<file path="src/hdl/cac_pkg.sv">
// ----------------------------------------------------------------------------
// cac_pkg: shared types and constants of the consecutive access counter
// Table geometry, configuration register indexes and the command and status
// words passed between the controller and the datapath.
// ----------------------------------------------------------------------------
package cac_pkg;

  // Number of distinct object indexes, and lanes per warp.
  localparam int OBJECTS = 256;
  localparam int LANES   = 32;

  // Derived widths.
  localparam int IDX_W     = (OBJECTS > 1) ? $clog2(OBJECTS) : 1;
  localparam int LANE_W    = (LANES > 1) ? $clog2(LANES) : 1;
  localparam int TAB_DEPTH = OBJECTS * OBJECTS;
  localparam int TAB_AW    = $clog2(TAB_DEPTH);

  // Field widths fixed by the interface.
  localparam int ADDR_W   = 64;
  localparam int ID_W     = 16;
  localparam int WARP_W   = 5;
  localparam int LANE_IN_W = 5;
  localparam int POS_W    = 8;
  localparam int COUNT_W  = 32;
  localparam int OSL2_W   = 3;
  localparam int KEY_W    = 3 * ID_W + WARP_W;

  // Configuration port.
  localparam int CFG_AW = 2;
  localparam int CFG_DW = 64;
  localparam logic [CFG_AW-1:0] CFG_TARGET_LAUNCH    = 2'd0;
  localparam logic [CFG_AW-1:0] CFG_REGION_START     = 2'd1;
  localparam logic [CFG_AW-1:0] CFG_OBJECT_SIZE_LOG2 = 2'd2;

  // Reset value of the object size register: four byte objects.
  localparam logic [OSL2_W-1:0] OSL2_RESET = 3'd2;
  // Largest shift the index calculation applies.
  localparam logic [OSL2_W-1:0] OSL2_MAX   = 3'd6;

  // Request types.
  localparam logic REQ_ACCESS = 1'b0;
  localparam logic REQ_READ   = 1'b1;

  // Commands from the controller to the datapath.
  typedef struct packed {
    logic clr;   // clear one table entry
    logic load;  // capture an input word
    logic calc;  // key compare, index and history update
    logic rd;    // read the count table
    logic upd;   // write back and register the result
  } cac_cmd_t;

  // Status from the datapath to the controller.
  typedef struct packed {
    logic clr_last;  // clearing pass is at its last entry
  } cac_sts_t;

endpackage

</file>
<file path="src/hdl/cac_ctrl.sv">
// ----------------------------------------------------------------------------
// cac_ctrl: sequencer of the consecutive access counter
// Runs the table clearing pass after reset, then steps each accepted word
// through index calculation, count read and write back.
// ----------------------------------------------------------------------------
module cac_ctrl (
  input  logic              clk_i,
  input  logic              rst_ni,
  input  logic              start,
  input  cac_pkg::cac_sts_t sts_i,
  output cac_pkg::cac_cmd_t cmd_o,
  output logic              busy,
  output logic              done_o
);

  typedef enum logic [2:0] {
    S_CLEAR,
    S_IDLE,
    S_CALC,
    S_READ,
    S_UPDATE
  } state_e;

  state_e state_q;
  logic   busy_q;
  logic   done_q;

  // State, busy flag and result strobe.
  always_ff @(posedge clk_i or negedge rst_ni) begin
    if (!rst_ni) begin
      state_q <= S_CLEAR;
      busy_q  <= 1'b1;
      done_q  <= 1'b0;
    end else begin
      done_q <= (state_q == S_UPDATE);
      unique case (state_q)
        S_CLEAR: begin
          if (sts_i.clr_last) begin
            state_q <= S_IDLE;
            busy_q  <= 1'b0;
          end
        end
        S_IDLE: begin
          if (start) begin
            state_q <= S_CALC;
            busy_q  <= 1'b1;
          end
        end
        S_CALC: begin
          state_q <= S_READ;
        end
        S_READ: begin
          state_q <= S_UPDATE;
        end
        S_UPDATE: begin
          state_q <= S_IDLE;
          busy_q  <= 1'b0;
        end
        default: begin
          state_q <= S_IDLE;
          busy_q  <= 1'b0;
        end
      endcase
    end
  end

  // Datapath commands decoded from the state.
  always_comb begin
    cmd_o      = '0;
    cmd_o.clr  = (state_q == S_CLEAR);
    cmd_o.load = (state_q == S_IDLE) && start;
    cmd_o.calc = (state_q == S_CALC);
    cmd_o.rd   = (state_q == S_READ);
    cmd_o.upd  = (state_q == S_UPDATE);
  end

  assign busy   = busy_q;
  assign done_o = done_q;

endmodule

</file>
<file path="config.mk">
export PLATFORM = sky130hd
export DESIGN_NAME = cac_ctrl
export DESIGN_NICKNAME = d
export VERILOG_FILES = /design/src/hdl/cac_pkg.sv /design/src/hdl/cac_ctrl.sv
export SDC_FILE = /design/constraint.sdc
export NUM_CORES = 1
export LEC_CHECK = 0
export BUFFER_PORTS_ARGS = -buffer_cell sky130_fd_sc_hd__clkbuf_2
export CORE_AREA = 4 4 41 43
export CTS_CLUSTER_DIAMETER = 60
export CTS_CLUSTER_SIZE = 25
export DETAILED_ROUTE_END_ITERATION = 10
export DIE_AREA = 0 0 45 47
export GPL_TIMING_DRIVEN = 0
export PLACE_DENSITY_LB_ADDON = 0.1
export SYNTH_ARGS = -nofsm -noshare
export SYNTH_HDL_FRONTEND = slang
export SYNTH_SLANG_ARGS = --single-unit
export TNS_END_PERCENT = 20
</file>
<file path="constraint.sdc">
create_clock -name clk_i -period 1.41 [get_ports clk_i]
set_input_delay 0.141 -clock clk_i [delete_from_list [all_inputs] [get_ports clk_i]]
set_output_delay 0.141 -clock clk_i [all_outputs]
set_load 0.01 [all_outputs]
</file>
==> impl_results.md, run 1 <==
- GP Congestion: approximately 0.74
- Htree depth: 1
- Crit path launch type: flip-flop
- Final ANT Viol Nets: 0
- N_diodes: 0
- Mapped Cells: 24
- Crit path kind: flip-flop to primary output
- Fmax: 765 MHz
- TritonCTS buffer count: 3
- Worst Path Arrival: 1.17 ns
- Required time worst endpoint: around 1.3 ns
- GR Util All Layers: 7.45%
- Period utilization: 92.7%
- Fin. max-slew vios: 0
- Final-stage net count: 43
- Max clock buf depth: 2
- Vias per cell: 4.09
- Worst-margin pin slew: 0.262 ns
- Status: finished, final reports clean
- Final hold vios: 0
- Setup repair bufs after CTS: 0
- Die W: about 45 um
- Avg Cell Area, Syn: 10.5 sq um
- Clk sink count: 5
- Max-cap violations: 0
- Antenna violations before repair: 0
- Peak VDD IR: 466 uV
- Post-CTS sizing: 0
- Mapped Area: 251 sq um
- Synthesized flop and latch total: 5
- Vias in the first global route: 229
- Critical Path Fanout Max: 10
- Slew HR: 82.5%
- Placement Cell Area: 320 sq um
- Syn nets: 28
- DP HPWL: 419 um
- CTS tree: built
- Static Leak: 0.177 nW
- Total wire length: 572 um
- IO buf count: 10
- PD cells: 2170 nW/um^2
- TNS Setup: 0 ns
- Clk Latency, worst-skew pair: 0.24 ns
- Routed via count: 217
- Starting density of the core: just under 20%
- Worst setup EP type: primary output
- Root Driver: clkbuf_4
- Ports: 11
- Core footprint: 1300 sq um
- Clock-pin transition on the worst setup and hold timing paths: 0.04 ns
- DRC: 0
- P&R area growth vs syn: 40.3%
- Largest net degree at the start of global routing: 11
- Hold Path Class: primary input to flip-flop
- Fin Hold WS: 0.0678 ns
- Overflow left after global routing: 0
- Final Cell Area: 353 sq um
- Row cnt: 13
- Post-synthesis cell type count: 18
- Die Span Y: 47 um
- Ratio of cells with drive above 1 in the final layout: 44.7%
- Min cycle time layout: 1.31 ns
- DRT Pass-1 Iters: 4
- Global-route wire length before repair: 1000 um
- RSZ-0062 raised after global routing: no
- YS warnings: 0
- Power, Total: 0.767 mW
- # setup viols final: 0
- Routed length per instance: about 11 um
- DRT iter0 DRCs: 3
- Clock Skew: roughly 0.0024 ns
- Die footprint: 2120 sq um
- Seq/Total Area, Yosys: 50.2%
[cells in the mapped netlist]
master	instances	area share, %
nor2_1	2	3.0
o21bai_1	1	3.0
a221oi_1	1	3.5
or3_1	1	2.5
and3b_2	2	8.0
inv_1	1	1.5
a21o_1	1	3.0
nor3_1	1	2.0
nand3b_1	1	3.0
nor3b_1	1	3.0
and2_1	1	2.5
nand2b_1	2	5.0
clkbuf_1	1	1.5
dfstp_2	1	10
dfrtp_1	4	40
o21ai_0	1	2.0
a21oi_1	1	2.0
buf_6	1	4.5
[what timing repair did]
action | CTS | global route
endpoints found under the setup margin | 0 | 3
hold buffers | 1 | 0
hold endpoints to repair | 5 | 0
[layout by cell type (no fill, tap or decap), types with 2 or more instances in the layout]
| cell type | Yosys | layout |
|---|---|---|
| nand2b_1 | 2 | 2 |
| dfrtp_1 | 4 | 4 |
| nor2_1 | 2 | 2 |
| clkbuf_4 | 0 | 3 |
| clkbuf_2 | 0 | 10 |
| and3b_2 | 2 | 2 |
[where the power goes]
part,switching (mW),internal [mW],total (mW)
Combinational,0.154,0.171,0.325
Clock,0.0597,0.107,0.167
Sequential,0.0665,0.208,0.275
Total,0.280,0.487,0.767
[layer usage]
layer  vias up  track usage [%]  wire [um]
met5         -                0          0
met4         0             12.3         36
met3         4             1.15         42
met2        11             9.04        237
met1        91             8.74        256
li1        111                -          -
[critical path, stage by stage, from the launching register on]
cell	delay (ns)
dfrtp_1	0.46
nor2_1	0.18
and2_1	0.16
clkbuf_2	0.13
[kinds of logic (layout without fill, tap and decap cells)]
family / count (synthesis) / after routing / share of synthesized area (%)
compound gates: 5 / 5 / 13.4
buf+inv: 3 / 17 / 7.46
flops: 5 / 5 / 50.3
simple gates: 11 / 11 / 28.9
[final cells by class]
type                            instances  area (sq um)
Inverter                                1          3.75
Timing Repair Buffer                   11          60.1
Fill cell                             157           948
Multi-Input combinational cell         16           106
Buffer                                  1          11.3
Sequential cell                         5           126
Tap cell                               15          18.8
Clock buffer                            4          26.3
[final timing paths]
| kind | start | endpoint | slack, ns | depth (start not counted) |
|---|---|---|---|---|
| hold reg to reg | busy$_DFFE_PN1P_ | busy$_DFFE_PN1P_ | 0.49 | 2 |
| hold / removal | sts_i | busy$_DFFE_PN1P_ | 0.07 | 2 |
| setup / recovery | state_q[1]$_DFFE_PN0P_ | cmd_o[0] | 0.10 | 3 |
| max in group asynchronous | rst_ni | busy$_DFFE_PN1P_ | 0.94 | 2 |
| setup reg to reg | state_q[1]$_DFFE_PN0P_ | state_q[0]$_DFFE_PN0P_ | 0.29 | 2 |
| min in group asynchronous | rst_ni | state_q[2]$_DFFE_PN0P_ | 0.25 | 2 |
[sequential cells by signal (all words and copies together) (netlist names)]
name,cells
state_q,3
busy,1
done_o,1
[per-stage QoR]
stage | utilization (%) | instances | setup slack (ns)
floorplan | - | 24 | 0.339
finish | 27.1 | 53 | 0.103
global placement | 24.6 | 49 | 0.297
detailed placement | 24.6 | 49 | 0.298
global route | 27.1 | 53 | 0.00997
CTS | 27.4 | 54 | 0.0442
(Power assumes the default switching activity.)
==> run 2, diff against run 1 <==
--- a/config.mk
+++ b/config.mk
@@ -7,6 +7,7 @@
 export LEC_CHECK = 0
 export BUFFER_PORTS_ARGS = -buffer_cell sky130_fd_sc_hd__clkbuf_2
 export CORE_AREA = 4 4 41 43
+export CTS_BUF_LIST = sky130_fd_sc_hd__clkbuf_16
 export CTS_CLUSTER_DIAMETER = 60
 export CTS_CLUSTER_SIZE = 25
 export DETAILED_ROUTE_END_ITERATION = 10
==> impl_results.md, run 2 (synthesized netlist as in run 1, its figures left out) <==
- Critical Path Fanout Max: 9 (-1)
- Total wire length: 576 um (+0.70%)
- Clk sink count: 5 (unchanged)
- Status: finished, final reports clean
- Period utilization: 94.0% (+1.2 points)
- Starting density of the core: 19.3% (unchanged)
- Ports: 11 (unchanged)
- Power, Total: 1.06 mW (+38%)
- Crit path cell chain: clkbuf_1, and3b_2, clkbuf_2
- Top delay family on crit path: buffers and inverters
- P&R area growth vs syn: 62.7%
- Static Leak: 0.206 nW (+16%)
- DRT Pass-1 Iters: 4 (unchanged)
- Hold Path Class: primary input to flip-flop
- Max clock buf depth: 2 (unchanged)
- DRC: 0 (unchanged)
- R2R Setup Slk: 0.29 ns (about the same)
- Required time worst endpoint: 1.27 ns (about the same)
- Die footprint: 2120 sq um (unchanged)
- Most frequent cells in the layout: clkbuf_2, dfrtp_1, clkbuf_16
- Clock Skew: 0.000491 ns (-0.00189 ns)
- Largest net degree at the start of global routing: 11 (unchanged)
- Worst Path Arrival: 1.18 ns (about the same)
- Wl on met1: 265 um (+3.5%)
- Top sig layer: met4
- Worst-margin pin slew: 0.332 ns (+0.0701 ns)
- Root Driver: clkbuf_16
- DP HPWL: 419 um (unchanged)
- CTS tree: built
- Number of flip-flops in the largest register: 3 (unchanged)
- Htree depth: 1 (unchanged)
- Fin. max-slew vios: 0 (unchanged)
- PD cells: 2590 nW/um^2 (+19%)
- Crit path largest cell delay: 0.31 ns (-0.15 ns)
- Routed length per instance: 10.7 um (-1.2%)
- Routed via count: 219 (+0.92%)
- Placement Setup Slack: 0.298 ns (unchanged)
- Worst Setup Slack, final: 0.0852 ns (-0.0176 ns)
- Overflow left after global routing: 0 (unchanged)
- R2r endpoint: state_q[0]$_DFFE_PN0P_
- IO buf count: 10 (unchanged)
- TritonCTS buffer count: 3 (unchanged)
- Metal3 WL: 46 um (+9.5%)
- Critical R2R Launch: state_q[1]$_DFFE_PN0P_
- Met2 wire len: 236 um (-0.42%)
- Crit path kind: flip-flop to primary output
- Row cnt: 13 (unchanged)
- Fmax: 755 MHz (-1.3%)
- DRT iter0 DRCs: 2 (-1)
- Final hold vios: 0 (unchanged)
- Commonest non-fill, non-tap cell in the layout: clkbuf_2
- N_diodes: 0 (unchanged)
- Vias per cell: 4.06 (-0.95%)
- Final-stage net count: 44 (+2.3%)
- Antenna violations before repair: 0 (unchanged)
- Peak VDD IR: 765 uV (+64%)
- Die W: 45 um (unchanged)
- GP Congestion: 0.736 (unchanged)
- Ratio of cells with drive above 1 in the final layout: 43.6% (-1.1 points)
- RSZ-0062 raised after global routing: no
- GR Util All Layers: 8.25% (+0.79 points)
- Min cycle time layout: 1.32 ns (+0.0176 ns)
- Worst path bufs/invs: 2 (+1)
- Hold Crit Endpoint: busy$_DFFE_PN1P_
- Final Non-Filler Cells: 54 (+1.9%)
- Slew HR: 77.9% (-4.7 points)
- Crit path launch type: flip-flop
- # setup viols final: 0 (unchanged)
- Worst Reg-to-Reg Cells: 2 (unchanged)
- Clk Latency, worst-skew pair: 0.23 ns (about the same)
- Vias in the first global route: 229 (unchanged)
- Slowest-stage cell, CP: dfrtp_1
- Hold path start: sts_i
- Largest Register: state_q
- Cell count of the worst hold path: 2 (unchanged)
- Die Span Y: 47 um (unchanged)
- Fin Hold WS: 0.0879 ns (+0.0201 ns)
- Worst setup EP type: primary output
- Clock-pin transition on the worst setup and hold timing paths: 0.03 ns (about the same)
- Dpl cells: 49 (unchanged)
- TNS Setup: 0 ns (unchanged)
- Global-route wire length before repair: 1080 um (+8.3%)
- Final ANT Viol Nets: 0 (unchanged)
- Max-cap violations: 0 (unchanged)
- Core footprint: 1300 sq um (unchanged)
==> run 2: final cells by class <==
type,instances,area (sq um)
buffer,2,15.0
clock buffer,3,75.1
clock inverter,1,3.75
fill,149,892
inverter,1,3.75
multi-input combinational,16,106
sequential,5,126
tap,15,18.8
timing repair buffer,11,60.1
==> run 2: report_power, final <==
group / internal [mW] / total, mW / switching [mW]
clock network: 0.367 / 0.455 / 0.0883
logic: 0.176 / 0.352 / 0.177
registers: 0.209 / 0.253 / 0.0441
==> run 2: worst reg2reg max path, delay by kind of cell, from the launching register on <==
kind             cells  cell delay (ns)
AO/OA/AOI/OAI        1             0.16
AND/OR/NAND/NOR      1             0.39
flip-flops           1             0.45
==> run 2: worst max-delay path by stage <==
stage | depth (start not counted) | endpoint | start | slack (ns)
2_1_floorplan | 3 | state_q[0]$_DFFE_PN0P_ | state_q[0]$_DFFE_PN0P_ | 0.34
3_3_place_gp | 2 | state_q[0]$_DFFE_PN0P_ | state_q[1]$_DFFE_PN0P_ | 0.30
3_5_place_dp | 2 | state_q[0]$_DFFE_PN0P_ | state_q[1]$_DFFE_PN0P_ | 0.30
4_1_cts | 3 | cmd_o[1] | state_q[2]$_DFFE_PN0P_ | 0.07
5_1_grt | 3 | cmd_o[1] | state_q[2]$_DFFE_PN0P_ | 0.003
6_report | 3 | cmd_o[1] | state_q[2]$_DFFE_PN0P_ | 0.09
==> run 2: timing repair <==
action | 4_1_cts | 5_1_grt
hold endpoints to repair | 5 | 0
hold buffers | 1 | 0
setup buffers | 0 | 0
gates resized for setup | 0 | 0
==> run 2: through the flow <==
| step | utilization, % | cell area [sq um] |
|---|---|---|
| floorplan | - | 251 |
| global placement | 24.6 | 320 |
| detailed placement | 24.6 | 320 |
| CTS | 31.4 | 409 |
| global route | 31.4 | 409 |
| finish | 31.4 | 409 |
==> run 2: per-layer routing <==
layer | vias up | GRT usage, %
met5 | - | 0
met2 | 12 | 9.04
met3 | 3 | 3.45
met4 | 0 | 12.3
li1 | 111 | -
met1 | 93 | 9.66
